$ cat config.mk
export PLATFORM = sky130hd
export DESIGN_NAME = gnp_queue
export DESIGN_NICKNAME = d
export VERILOG_FILES = /design/src/design/gnp_pkg.sv /design/src/design/gnp_queue.sv
export SDC_FILE = /design/constraint.sdc
export NUM_CORES = 1
export LEC_CHECK = 0
export BUFFER_PORTS_ARGS = -buffer_cell sky130_fd_sc_hd__buf_2
export CORE_UTILIZATION = 57
export DETAILED_ROUTE_END_ITERATION = 8
export HOLD_SLACK_MARGIN = 0.12
export PLACE_DENSITY_LB_ADDON = 0.15
export SLEW_MARGIN = 20
export SYNTH_ARGS = -nofsm -noshare
export SYNTH_HDL_FRONTEND = slang
export SYNTH_SLANG_ARGS = --single-unit
$ cat constraint.sdc
create_clock -name clk -period 4.4 [get_ports clk]
set_input_delay 0.22 -clock clk [delete_from_list [all_inputs] [get_ports clk]]
set_output_delay 0.22 -clock clk [all_outputs]
set_load 0.02 [all_outputs]
$ cat src/design/gnp_pkg.sv
// Shared types and constants for the gradient noise point evaluator.
// No dependencies; every other design file but gnp_ifs refers to it by scoped names.
`timescale 1ns / 1ps

package gnp_pkg;

  // Command codes of the input word
  localparam logic [2:0] CMD_PERM_FIRST  = 3'd0;
  localparam logic [2:0] CMD_PERM_SECOND = 3'd1;
  localparam logic [2:0] CMD_PERM_THIRD  = 3'd2;
  localparam logic [2:0] CMD_GRADIENT    = 3'd3;
  localparam logic [2:0] CMD_EVALUATE    = 3'd4;

  // Configuration register indexes
  localparam logic [2:0] REG_SEED_INDEX   = 3'd0;
  localparam logic [2:0] REG_INPUT_SCALE  = 3'd1;
  localparam logic [2:0] REG_OUTPUT_SCALE = 3'd2;
  localparam logic [2:0] REG_OFFSET_X     = 3'd3;
  localparam logic [2:0] REG_OFFSET_Y     = 3'd4;

  localparam logic [31:0] SCALE_ONE = 32'h0100_0000;
  localparam logic [31:0] SAT_MAX   = 32'h7FFF_FFFF;
  localparam logic [31:0] SAT_MIN   = 32'h8000_0000;

  // Widest fraction the datapath supports
  localparam int FRAC_MAX = 24;

  localparam int QUEUE_DEPTH = 4;

  typedef struct packed {
    logic [2:0]          cmd;
    logic [7:0]          idx;
    logic [7:0]          val;
    logic [31:0]         grad;
    logic [7:0]          cx;
    logic [7:0]          cy;
    logic [FRAC_MAX-1:0] fx;
    logic [FRAC_MAX-1:0] fy;
  } item_t;

  typedef struct packed {
    logic [31:0] pos_gain;
    logic [31:0] pos_bias_x;
    logic [31:0] pos_bias_y;
  } front_cfg_t;

  typedef struct packed {
    logic [7:0]  seed_index;
    logic [31:0] amp_gain;
  } back_cfg_t;

endpackage

$ cat src/design/gnp_queue.sv
// Short word queue between front and back ends.
// Uses gnp_pkg for the word type and depth.
`timescale 1ns / 1ps

module gnp_queue (
  input  logic           clk,
  input  logic           rst,
  input  logic           push,
  input  gnp_pkg::item_t push_item,
  input  logic           pop,
  output gnp_pkg::item_t head,
  output logic           empty,
  output logic           full
);

  localparam int AW = $clog2(gnp_pkg::QUEUE_DEPTH);

  gnp_pkg::item_t slots [gnp_pkg::QUEUE_DEPTH];
  logic [AW-1:0]  wr_ptr;
  logic [AW-1:0]  rd_ptr;
  logic [AW:0]    count;
  logic           do_pop;

  assign empty  = (count == '0);
  assign full   = (count == (AW+1)'(gnp_pkg::QUEUE_DEPTH));
  assign head   = slots[rd_ptr];
  assign do_pop = pop && !empty;

  always_ff @(posedge clk) begin
    if (rst) begin
      wr_ptr <= '0;
      rd_ptr <= '0;
      count  <= '0;
    end else begin
      if (push) wr_ptr <= wr_ptr + 1'b1;
      if (do_pop) rd_ptr <= rd_ptr + 1'b1;
      if (push && !do_pop) count <= count + 1'b1;
      else if (do_pop && !push) count <= count - 1'b1;
    end
  end

  always_ff @(posedge clk) begin
    if (push) slots[wr_ptr] <= push_item;
  end

endmodule

Word-level counts from Yosys, hierarchy flattened. Memory sizes are Yosys's and may differ from the RTL's. A register that Yosys moved wholly into a read port is not among the register bits. Cells that the tools add are included.

Shift-type cells: 0. Divide/modulo/power cells: 0. Multiplexer cells: 6. Add/sub/neg operators: 4. $lt $le $gt $ge: 0. Bitwise logic cells: 0. $mul: 0. Eq/ne operators: 1. Reduce and logical (&&, ||, !) cells: 8.

Operator list (number): two-way mux 3 bit (2); adder 2 x 1 -> 2 bit (second input constant) (2); two-way mux 2 bit (2); adder 3 x 1 -> 3 bit (second input constant) (1); equality test 3 bit (second input constant) (1); logical AND 1 bit (3); logical NOT 1 bit (3); logical NOT 3 bit (1); subtractor 3 x 1 -> 3 bit (second input constant) (1); two-way mux 1 bit (2); nonzero test 2 bit (1).

Bits in registers: 7. ROM bits: 0. Memories: 1. Memory bits (writable): 460. Bits in latches: 0. Input port bits: 119.

Memory list: slots (words 4, width 115, rd ports 1, clocked after Yosys merged registers in 1, wr ports 1, line gnp_queue.sv:18) `gnp_pkg::item_t slots [gnp_pkg::QUEUE_DEPTH];`.

Logic depth before layout (Yosys ltp).
Depth after elaboration: 6. Mapped depth: 7.

Worst setup path after synthesis. OpenSTA, ideal clock, no wires.

Path type: flip-flop to flip-flop. Start: reg wr_ptr[0]. End: mem slots[0][0] in the netlist's numbering, enable pin. Data required time: 3.913 ns. Setup slack: 0.724 ns. Clock period less this slack: 3.676 ns. Arrival: 3.189 ns. Cell stages (with the launch flop): 4. Path through: dfxtp_1 > inv_1 > ha_1 > and2_1.

RTL lines: start: declaration (line gnp_queue.sv:19) `logic [AW-1:0] wr_ptr;`; start signal: assignment (line gnp_queue.sv:35) `if (push) wr_ptr <= wr_ptr + 1'b1;`; end: declaration (line gnp_queue.sv:18).

No word-level cell before the write port.

==> reports/qor.csv <==
stage,metric,value,unit
outcome,outcome,completed,
placement,placer congestion estimate,0.756,
pwr,Internal,8.30,mW
drt,via count,7976,
timing,Final Max Slew Viols,0,
setup_path,worst reg2reg setup slack,2.21,ns
timing,Final Skew,0.0173,ns
setup_path,FF-to-FF path depth,7,
drt,drt first pass iters,5,
drt,M1 wire length,13.1,mm
drt,Met2 Wirelength,16.1,mm
finish,Final Instance Area,21100,um^2
run,max cap viols,0,
clocking,post-CTS sizing,0,
pwr,VDD IR max,0.000437,V
yosys,Cells after Synth,645,
finish,Total Nets Final,1151,
timing,Max-slew headroom,41.9,%
yosys,Syn Nets,770,
placement,placed insts,1245,
setup_path,worst path arrival time,2.73,ns
drt,DR top layer,met4,
yosys,"top cells by area, synth","edfxtp_1, mux4_2, dfxtp_1, buf_6, buf_2",
floorplanning,die area,30500,um^2
drt,WL met3,2.17,mm
setup_path,Worst setup EP type,output port,
yosys,mean area per synthesized cell,26.4,um^2
worst_hold_path,HP Class,input pin to flip-flop,
finish,Layout Cells excl Fill,1442,
clocking,Worst-path clk slew,0.06,ns
yosys,"Seq/Total Area, Yosys",82.3,%
yosys,Yosys warnings,0,
global_route,largest net degree at the start of global routing,98,
drt,drt drc,0,
timing,final setup fails,0,
clocking,clk buf depth,3,
clocking,clock root buffer,clkbuf_16,
yosys,Yosys cell types,21,
clocking,clock sinks,469,
setup_path,reg2reg end,count[2],
global_route,GRT overflow,0,
finish,P&R area growth vs syn,24.3,%
clocking,worst-skew pair later-pin latency,0.54,ns
yosys,"top cells by count, synth","edfxtp_1, mux4_2, buf_2",
yosys,post-synthesis cell area,17000,um^2
drt,ANT nets after route,0,
pwr,static leakage,7.16,nW
pwr,P per Cell Area,540,nW/um^2
timing,Setup WS post-layout,1.45,ns
timing,Max Clk Rate,0.339,GHz
timing,setup_tns,0,ns
clocking,CTS buffer count,45,
setup_path,CP Buf/Inv Count,2,
global_route,first-pass GRT wire length,49.3,mm
drt,starting DRC count in detailed routing,685,
global_route,initial antenna violation count,2,
floorplanning,cell row count,62,
pwr,clock power share,30.2,%
global_route,vias in the first global route,8764,
yosys,most common cell in the netlist,edfxtp_1,
setup_path,Startpoint Class,flip-flop,
drt,WL final,32.0,mm
floorplanning,I/O pin count,236,
timing,minimum clock period,2.95,ns
setup_path,CP Max Fanout,71,
placement,Placed Area,18600,um^2
pwr,NetSw,3.10,mW
setup_path,crit-path leading delay family,flip-flops,
floorplanning,die width,175,um
worst_hold_path,hold path depth,4,
timing,Tightest Pin Transition,0.871,ns
floorplanning,Initial Util,58.6,%
pwr,Gate power share,23.0,%
setup_path,"Cell Chain, Critical Path",buf_12 > mux4_2 > buf_2,
pwr,Flop pwr share,46.8,%
drt,vias per cell,5.53,
placement,Port Buffers,235,
setup_path,Reg-to-Reg Start,count[0],
timing,final period utilization,67.1,%
setup_path,CP max-delay cell,dfxtp_4,
timing,RSZ-0062 raised after global routing,false,
setup_path,Crit path required time,4.18,ns
worst_hold_path,hold wc startpoint,pop,
setup_path,critical path type,flip-flop to output port,
global_route,all-layer global routing usage,21.6,%
floorplanning,Chip Height,175,um
drt,WL/cell,22.2,um
yosys,cell taking the most area after synthesis,edfxtp_1,
finish,layout cells sized above 1,39.8,%
yosys,Synth Flop Type,edfxtp_1,
pwr,switching part of the total power,27.2,%
yosys,"FFs w/ async S/R, synth",0,%
setup_path,CP max stage delay,0.77,ns
placement,DPL Wire Length,18.1,mm
yosys,#FFs+latches synth,469,
yosys,Yosys top cell area share,81.2,%
timing,Fin. Hold Viols,0,
clocking,TritonCTS clock tree,done,
floorplanning,Core Region,29000,um^2
placement,pre-CTS WS,1.91,ns
yosys,Post-synth EDFFs,460,
clocking,H-Tree Depth,2,
-- registers in the layout (all words and copies together), names as in the netlist, named ones only --
register,flops
rd_ptr,2
slots,460
wr_ptr,2
count,3
-- worst min-delay path, cell delays in order --
cell	delay, ns
buf_2	0.11
o31ai_1	0.10
xor2_1	0.11
nor2_1	0.08
-- power by group through the flow --
stage,Combinational [mW],Clock [mW],Sequential [mW]
after CTS,2.67,3.51,5.35
after global placement,2.54,0,5.42
after global routing,2.79,3.69,5.38
after floorplan,1.94,0,5.31
final,2.62,3.44,5.34
after detailed placement,2.57,0,5.45
-- metal layers --
| metal | GRT usage [%] | vias up |
|---|---|---|
| met4 | 6.30 | 0 |
| li1 | - | 3549 |
| met3 | 5.27 | 43 |
| met5 | 0 | - |
| met2 | 36.2 | 256 |
| met1 | 28.4 | 4128 |
-- layout make-up --
type	instances	area, um^2
flip-flops and latches	469	14000
fillers	1671	7880
multi-input cells	146	2840
repair buffers	361	2490
clock buffers	62	1230
well taps	384	480
clock inverters	15	71.3
inverters	3	11.3
diodes	2	5.00
-- worst max path at each step --
stage | startpoint | end | slack, ns | cells past startpoint
6_report | flip-flop | head[23] | 1.45 | 3
5_1_grt | flip-flop | head[24] | 1.24 | 3
4_1_cts | flip-flop | head[79] | 1.35 | 3
3_5_place_dp | flip-flop | head[79] | 1.91 | 3
3_3_place_gp | flip-flop | head[79] | 1.93 | 3
2_1_floorplan | wr_ptr[0] | slots[0][0] | 0.72 | 3
-- cell families after synthesis --
family / count (synthesis) / synth area share (%)
adders and majority gates: 6 / 0.486
muxes: 117 / 15.3
and+or+nand+nor: 14 / 0.412
AOI/OAI and AO/OA: 4 / 0.154
DFF: 469 / 82.3
buffers and inverters: 30 / 1.07
xor gates and xnor gates: 5 / 0.257
-- stage by stage --
step / total power, mW / utilization, % / hold WS [ns]
floorplan: 7.24 / - / 0.319
global placement: 7.97 / 64.3 / 0.429
detailed placement: 8.02 / 64.3 / 0.437
CTS: 11.5 / 72.8 / 0.124
global route: 11.9 / 72.8 / 0.134
finish: 11.4 / 72.9 / 0.141
-- cell usage in the layout (no fill, tap or decap), drive strengths merged --
master and count:
dfxtp 9, ha 5, or3 1, mux4 115
nor3b 1, diode 2, xor2 4, clkinv 14
fa 1, dlygate4sd3 118, clkbuf 62, nor3 1
xnor2 1, o21ai 1, o311ai 1, and2 4
buf 243, mux2i 2, edfxtp 460, inv 4
o31ai 1, a21oi 1, nor2 7
-- repair_timing --
| action | in CTS | in global routing |
|---|---|---|
| hold buffers | 118 | 0 |
| setup buffers | 0 | 0 |
| endpoints found under the hold margin | 469 | 0 |
Note: power is estimated with default switching activity, not from simulation.
