## src/design/gnp_pkg.sv

```systemverilog
// Shared types and constants for the gradient noise point evaluator.
// No dependencies; every other design file but gnp_ifs refers to it by scoped names.
`timescale 1ns / 1ps

package gnp_pkg;

  // Command codes of the input word
  localparam logic [2:0] CMD_PERM_FIRST  = 3'd0;
  localparam logic [2:0] CMD_PERM_SECOND = 3'd1;
  localparam logic [2:0] CMD_PERM_THIRD  = 3'd2;
  localparam logic [2:0] CMD_GRADIENT    = 3'd3;
  localparam logic [2:0] CMD_EVALUATE    = 3'd4;

  // Configuration register indexes
  localparam logic [2:0] REG_SEED_INDEX   = 3'd0;
  localparam logic [2:0] REG_INPUT_SCALE  = 3'd1;
  localparam logic [2:0] REG_OUTPUT_SCALE = 3'd2;
  localparam logic [2:0] REG_OFFSET_X     = 3'd3;
  localparam logic [2:0] REG_OFFSET_Y     = 3'd4;

  localparam logic [31:0] SCALE_ONE = 32'h0100_0000;
  localparam logic [31:0] SAT_MAX   = 32'h7FFF_FFFF;
  localparam logic [31:0] SAT_MIN   = 32'h8000_0000;

  // Widest fraction the datapath supports
  localparam int FRAC_MAX = 24;

  localparam int QUEUE_DEPTH = 4;

  typedef struct packed {
    logic [2:0]          cmd;
    logic [7:0]          idx;
    logic [7:0]          val;
    logic [31:0]         grad;
    logic [7:0]          cx;
    logic [7:0]          cy;
    logic [FRAC_MAX-1:0] fx;
    logic [FRAC_MAX-1:0] fy;
  } item_t;

  typedef struct packed {
    logic [31:0] pos_gain;
    logic [31:0] pos_bias_x;
    logic [31:0] pos_bias_y;
  } front_cfg_t;

  typedef struct packed {
    logic [7:0]  seed_index;
    logic [31:0] amp_gain;
  } back_cfg_t;

endpackage

```

## src/design/gnp_ifs.sv

```systemverilog
// Valid/ready channel interfaces for the input and result words.
// No dependencies.
`timescale 1ns / 1ps

interface gnp_in_if;
  logic               valid;
  logic               ready;
  logic [2:0]         command;
  logic [7:0]         entry_index;
  logic [7:0]         entry_value;
  logic signed [15:0] grad_x;
  logic signed [15:0] grad_y;
  logic signed [31:0] pos_x;
  logic signed [31:0] pos_y;

  modport source(output valid, command, entry_index, entry_value, grad_x, grad_y,
                 pos_x, pos_y, input ready);
  modport sink(input valid, command, entry_index, entry_value, grad_x, grad_y,
               pos_x, pos_y, output ready);
endinterface


```

## src/design/gnp_front.sv

```systemverilog
// Front end: accepts input words, drops unused commands, and splits the
// scaled position into lattice cell and fraction. Uses gnp_pkg, gnp_in_if.
`timescale 1ns / 1ps

module gnp_front #(
  parameter int FRACTION_BITS = 16
) (
  input  logic                clk,
  input  logic                rst,
  gnp_in_if.sink              in,
  input  gnp_pkg::front_cfg_t cfg,
  input  logic                full,
  output logic                push,
  output gnp_pkg::item_t      push_item
);

  logic               fe;
  logic               s0_v;
  logic [2:0]         s0_cmd;
  logic [7:0]         s0_idx;
  logic [7:0]         s0_val;
  logic [31:0]        s0_grad;
  logic signed [32:0] s0_sx;
  logic signed [32:0] s0_sy;

  logic               s1_v;
  logic [2:0]         s1_cmd;
  logic [7:0]         s1_idx;
  logic [7:0]         s1_val;
  logic [31:0]        s1_grad;
  logic [41:0]        s1_lox;
  logic [25:0]        s1_hix;
  logic [41:0]        s1_loy;
  logic [25:0]        s1_hiy;

  logic signed [49:0] lox;
  logic signed [49:0] hix;
  logic signed [49:0] loy;
  logic signed [49:0] hiy;
  logic [41:0]        ux;
  logic [41:0]        uy;

  // stall the whole front while the queue cannot take its last word
  assign fe       = !(s1_v && full);
  assign in.ready = fe;
  assign push     = s1_v && !full;

  // partial products of the 33 x 32 bit position scaling
  assign lox = 50'(s0_sx) * 50'($signed({1'b0, cfg.pos_gain[15:0]}));
  assign hix = 50'(s0_sx) * 50'($signed({1'b0, cfg.pos_gain[31:16]}));
  assign loy = 50'(s0_sy) * 50'($signed({1'b0, cfg.pos_gain[15:0]}));
  assign hiy = 50'(s0_sy) * 50'($signed({1'b0, cfg.pos_gain[31:16]}));

  assign ux = s1_lox + {s1_hix, 16'b0};
  assign uy = s1_loy + {s1_hiy, 16'b0};

  always_comb begin
    push_item      = '0;
    push_item.cmd  = s1_cmd;
    push_item.idx  = s1_idx;
    push_item.val  = s1_val;
    push_item.grad = s1_grad;
    push_item.cx   = ux[41:34];
    push_item.cy   = uy[41:34];
    push_item.fx   = gnp_pkg::FRAC_MAX'(ux[33 -: FRACTION_BITS]);
    push_item.fy   = gnp_pkg::FRAC_MAX'(uy[33 -: FRACTION_BITS]);
  end

  always_ff @(posedge clk) begin
    if (rst) begin
      s0_v <= 1'b0;
      s1_v <= 1'b0;
    end else if (fe) begin
      s0_v <= in.valid && (in.command <= gnp_pkg::CMD_EVALUATE);
      s1_v <= s0_v;
    end
  end

  always_ff @(posedge clk) begin
    if (fe) begin
      s0_cmd  <= in.command;
      s0_idx  <= in.entry_index;
      s0_val  <= in.entry_value;
      s0_grad <= {in.grad_y, in.grad_x};
      s0_sx   <= {in.pos_x[31], in.pos_x} + {cfg.pos_bias_x[31], cfg.pos_bias_x};
      s0_sy   <= {in.pos_y[31], in.pos_y} + {cfg.pos_bias_y[31], cfg.pos_bias_y};
      s1_cmd  <= s0_cmd;
      s1_idx  <= s0_idx;
      s1_val  <= s0_val;
      s1_grad <= s0_grad;
      s1_lox  <= lox[41:0];
      s1_hix  <= hix[25:0];
      s1_loy  <= loy[41:0];
      s1_hiy  <= hiy[25:0];
    end
  end

endmodule

```

## src/flat_wrapper.sv

```systemverilog
// flat-port wrapper written by rule: the top's interface ports become plain ports
module gnp_front_flat 
#(
  parameter int FRACTION_BITS = 16
)
  (clk, rst, cfg, full, push, push_item, in_valid, in_command, in_entry_index, in_entry_value, in_grad_x, in_grad_y, in_pos_x, in_pos_y, in_ready);
  gnp_in_if in_i ();
  input  logic clk;
  input  logic rst;
  input  gnp_pkg::front_cfg_t cfg;
  input  logic full;
  output logic push;
  output gnp_pkg::item_t push_item;
  input wire logic [$bits(in_i.valid)-1:0] in_valid;
  input wire logic [$bits(in_i.command)-1:0] in_command;
  input wire logic [$bits(in_i.entry_index)-1:0] in_entry_index;
  input wire logic [$bits(in_i.entry_value)-1:0] in_entry_value;
  input wire logic [$bits(in_i.grad_x)-1:0] in_grad_x;
  input wire logic [$bits(in_i.grad_y)-1:0] in_grad_y;
  input wire logic [$bits(in_i.pos_x)-1:0] in_pos_x;
  input wire logic [$bits(in_i.pos_y)-1:0] in_pos_y;
  output wire logic [$bits(in_i.ready)-1:0] in_ready;
  assign in_i.valid = in_valid;
  assign in_i.command = in_command;
  assign in_i.entry_index = in_entry_index;
  assign in_i.entry_value = in_entry_value;
  assign in_i.grad_x = in_grad_x;
  assign in_i.grad_y = in_grad_y;
  assign in_i.pos_x = in_pos_x;
  assign in_i.pos_y = in_pos_y;
  assign in_ready = in_i.ready;
  gnp_front #(.FRACTION_BITS(FRACTION_BITS)) u_core (.clk(clk), .rst(rst), .in(in_i), .cfg(cfg), .full(full), .push(push), .push_item(push_item));
endmodule
```

## config.mk

```make
export PLATFORM = sky130hd
export DESIGN_NAME = gnp_front_flat
export DESIGN_NICKNAME = d
export VERILOG_FILES = /design/src/design/gnp_pkg.sv /design/src/design/gnp_ifs.sv /design/src/design/gnp_front.sv /design/src/flat_wrapper.sv
export SDC_FILE = /design/constraint.sdc
export NUM_CORES = 2
export LEC_CHECK = 0
export BUFFER_PORTS_ARGS = -buffer_cell sky130_fd_sc_hd__buf_2
export CORE_MARGIN = 2
export CORE_UTILIZATION = 30
export CTS_CLUSTER_SIZE = 24
export DETAILED_ROUTE_END_ITERATION = 16
export PLACE_DENSITY_LB_ADDON = 0.12
export SLEW_MARGIN = 5
export SYNTH_ARGS = -nofsm -noshare
export SYNTH_HDL_FRONTEND = slang
export SYNTH_SLANG_ARGS = --single-unit
```

## constraint.sdc

```tcl
create_clock -name clk -period 19.6 [get_ports clk]
set_input_delay 4.9 -clock clk [delete_from_list [all_inputs] [get_ports clk]]
set_output_delay 4.9 -clock clk [all_outputs]
set_load 0.05 [all_outputs]
```

# == Yosys cells after proc, flatten, opt, wreduce, memory -nomap -nowiden ==
# Index checks and enable logic that the tools add are counted.
# word_totals
reg_bits,306
mem_bits_ro,0
ramBits,0
out_inout_bits,117
word_cells,30
latchBits,0
memories,0
# op_classes
muxes,0
n_lt_le_gt_ge,1
n_div,0
reduce_logical,5
shift,0
bitwise_logic,0
n_addsub,4
n_mul,4
n_eq_ne,0
# op_table
cell,count
$add 42x42->42,2
$mul 33x17->42,2
$add 32x32->33,2
$mul 33x17->26,2
$le 3x3->1 const B,1
$logic_and 1x1->1,3
$logic_not 1->1,2

# == Logic depth before layout (Yosys ltp) ==
# logic_depth
depth_word,2
mapped_depth,25

# == Worst setup path after synthesis ==
# OpenSTA, ideal clock, no wires.
# synth_timing
kind,input to output
start,in full
end,out in_ready
stages,1
t_arrival_ns,10.938
n_path_buf,0
setup_slack_ns,3.762
path_cell_list,nand2_1
# synth_via
elab_chain_len,2
# synth_rtl
element,line_no,source
start: declaration,flat_wrapper.sv:11,input logic full;
$logic_and 1x1->1,gnp_front.sv:44,assign fe = !(s1_v && full);
$logic_not 1->1,gnp_front.sv:44,
end: declaration,flat_wrapper.sv:22,output wire logic [$bits(in_i.ready)-1:0] in_ready;
# Every way passes these cells.

# == Worst setup path in the final report ==
# layout_timing
start,in cfg[68] (netlist bit)
end,reg u_core.s1_lox[41] (data pin)
# layout_via
elab_chain_len,1
# layout_rtl
element,line_no,source
start: declaration,flat_wrapper.sv:10,input gnp_pkg::front_cfg_t cfg;
$mul 33x17->42,gnp_front.sv:49,"assign lox = 50'(s0_sx) * 50'($signed({1'b0, cfg.pos_gain[15:0]}));"
net u_core.lox[41],gnp_front.sv:36,logic signed [49:0] lox;
end signal: assignment,gnp_front.sv:91,s1_lox <= lox[41:0];
end: declaration,gnp_front.sv:31,logic [41:0] s1_lox;
# The timed path passes the listed nets, and every way through them passes these cells.
# A chain may end at the register's enable or synchronous reset.

==> impl_metrics.ini <==
[route]
first_pass_iters = 5
wl_microns = 188000
remaining_drc_errors = 0
routedWlPerCell_microns = 19.7
drt_iter0_drc = 2040
vias = 43500
ant_nets = 0
viasPerCell = 4.57

[grt]
grt_pass1_wl_microns = 291000
grtUsageTotal_pct = 18.4
grt_pass1_vias = 48000
antenna_found_initial = 33
grt_max_degree = 67
grt_overflow = 0

[floorplanning]
rows = 166
dieArea_sq_um = 210000
die-width_microns = 458
fp.dieH_microns = 458
start_util_pct = 30.2
coreArea_sq_um = 205000
pin_count = 332

[timing]
clock_skew_ps = 48.5
period_share_pct = 61.9
fin_setup_tns_ps = 0
rsz0062_at_grt = no
hold_ws_ps = 417
slew_viol_final = 0
max_freq_mhz = 82.5
period_minus_slack_ps = 12120
hold_viol_final = 0
worst_slew_pin_slew_ps = 1230
slew_headroom_pct = 17.9
setup_viol = 0

[yosys]
synth_ff_type = edfxtp_1
synth_edf_count = 272
ys.warnings.count = 0
ys_types = 70
synthArstFlopShare_pct = 0
ys_seq_area_share_pct = 13.3
netlist_instances = 6649
ys_ff_latch = 274
synth_area_sq_um = 61900
avgSynthCellArea_sq_um = 9.30

[placement]
place.gp.congestion = 0.784
post-dp-hpwl_microns = 136000
port_buffers = 315
dp_cells = 9428

[flow_run]
drv_cap = 0

[critical_path]
critPathArrivalTime_ps = 12520
critPathKind = primary input to flop
start_kind = primary input
required_ps = 20000
endpoint_kind = flop
cp_max_fo = 35

[cells_and_area]
area_delta_synth_final_pct = 9.26
instances_no_fill = 9505
final_util_pct = 33.0
drive_above_1_share_pct = 7.34
fin_nets = 8759

[outcome]
status = completed

[clock_tree]
clk_latency_ps = 670
cts_made_buffers = 40
cts_resized = 0
cts_max_level = 2
cts_tree = yes
clkSinkCount = 274
cts_hold_buf = 0
post_cts_buffers = 0
clockRootBuffer = clkbuf_16
clockBufferDepth = 3
clk_pin_slew_ps = 50

[hold_path]
min_path_type = flop to flop
==> cell usage after synthesis (3+ instances only) <==
| cell | count | area [sq um] |
|---|---|---|
| and4_1 | 7 | 61.3 |
| and3_1 | 13 | 81.3 |
| nand4_1 | 12 | 75.1 |
| o21bai_1 | 15 | 113 |
| edfxtp_1 | 272 | 8170 |
| a211o_1 | 3 | 26.3 |
| o21a_1 | 27 | 203 |
| a211oi_1 | 9 | 67.6 |
| xor2_1 | 58 | 508 |
| nand3_1 | 26 | 130 |
| nand2b_1 | 16 | 100 |
| a21boi_0 | 4 | 30.0 |
| a21o_1 | 78 | 586 |
| nor3_1 | 33 | 165 |
| a21oi_1 | 137 | 686 |
| or3_1 | 5 | 31.3 |
| clkbuf_1 | 316 | 1190 |
| o21ai_1 | 18 | 90.1 |
| o2111ai_1 | 4 | 35.0 |
| a2bb2oi_1 | 3 | 26.3 |
| o31ai_1 | 4 | 30.0 |
| ha_1 | 452 | 5660 |
| a311oi_1 | 3 | 26.3 |
| xnor2_1 | 209 | 1830 |
| o21ai_0 | 58 | 290 |
| o211ai_1 | 5 | 37.5 |
| a31oi_1 | 13 | 81.3 |
| a21oi_2 | 3 | 26.3 |
| and2_1 | 592 | 3700 |
| o31a_1 | 5 | 43.8 |
| buf_4 | 16 | 120 |
| nor4_1 | 3 | 18.8 |
| a41oi_1 | 3 | 26.3 |
| fa_1 | 1310 | 26200 |
| inv_1 | 1632 | 6130 |
| nor2_1 | 107 | 402 |
| nand2_1 | 1098 | 4120 |
| or2_2 | 3 | 18.8 |
| nor2b_1 | 30 | 188 |
| a31o_2 | 9 | 78.8 |
==> metal layers <==
layer,global-route usage [%],part of all wire [%],vias to the layer above
met2,31.3,48,817
met5,0,0.016,-
li1,-,-,19700
met4,4.69,2.6,4
met1,24.7,45,22700
met3,2.26,4.3,192
==> final cells by class <==
type / instances / area [sq um]
Antenna cell: 4 / 10.0
Clock buffer: 46 / 1040
Clock inverter: 27 / 273
Fill cell: 21600 / 137000
Inverter: 1632 / 6130
Multi-Input combinational cell: 4426 / 46300
Sequential cell: 274 / 8210
Tap cell: 2688 / 3360
Timing Repair Buffer: 408 / 2280
==> final timing paths <==
check / start / to / slack (ps) / depth (start not counted)
setup / recovery: cfg[68] / u_core.s1_lox[41] / 7480 / 23
hold / removal: u_core.s0_grad[31] / u_core.s1_grad[31] / 420 / 0
setup reg to reg: u_core.s0_sx[11] / u_core.s1_lox[41] / 12130 / 21
hold reg to reg: u_core.s0_grad[31] / u_core.s1_grad[31] / 420 / 0
==> sequential cells by signal, indices dropped and copies added, names as in the netlist <==
register	count
u_core.s0_cmd	3
u_core.s0_grad	32
u_core.s0_idx	8
u_core.s0_sx	33
u_core.s0_sy	33
u_core.s0_v	1
u_core.s0_val	8
u_core.s1_cmd	3
u_core.s1_grad	32
u_core.s1_hix	26
u_core.s1_hiy	26
u_core.s1_idx	8
u_core.s1_lox	26
u_core.s1_loy	26
u_core.s1_v	1
u_core.s1_val	8
==> layout by cell type, fill, tap and decap left out, types with 6 or more instances in the layout <==
master     synthesis  routed
conb_1             1      16
nor2_1           107     107
a211oi_1           9       9
and2_1           592     592
nand4_1           12      12
xor2_1            58      58
and4_1             7       7
o21ai_0           58      58
clkbuf_16          0      41
ha_1             452     452
nand3_1           26      26
a31oi_1           13      13
fa_1            1310    1310
nand2_1         1098    1097
nor3_1            33      33
a21o_1            78      78
a31o_2             9       9
and3_1            13      13
o21a_1            27      27
nand2b_1          16      16
a21oi_1          137     137
o21ai_1           18      18
inv_1           1632    1632
o21bai_1          15      15
edfxtp_1         272     272
buf_2              0     314
buf_4             16      94
nor2b_1           30      30
clkinv_1           0       6
xnor2_1          209     209
clkinv_2           0       6
==> per-stage QoR <==
| stage | setup slack, ps | instance area (sq um) |
|---|---|---|
| floorplan | 3760 | 61900 |
| global placement | 6990 | 66300 |
| detailed placement | 6920 | 66300 |
| CTS | 7600 | 67600 |
| global route | 7200 | 67600 |
| finish | 7480 | 67600 |
==> kinds of logic after synthesis <==
kind of cell	synth area share, %
other	0.00606
adder cells (fa/ha/maj)	51.5
flip-flops	13.3
buffers and inverters	12.0
XOR/XNOR	3.78
AO/OA/AOI/OAI	4.60
AND/OR/NAND/NOR	14.8
==> critical path, stage by stage <==
cell and delay [ps]:
buf_2 80, buf_4 420, buf_4 660, nand2_1 160
fa_1 500, fa_1 480, fa_1 540, inv_1 50
fa_1 490, fa_1 490, inv_1 50, fa_1 480
inv_1 60, ha_1 350, nand2_1 60, o21ai_0 610
nor3_1 180, a211oi_1 700, o21ai_1 240, a21boi_1 370
nand3_1 170, o221ai_1 220, xnor2_1 90
Power is left out: the tool's default activity adds up to more than one toggle a clock period on the data nets, which glitch-free logic cannot reach.
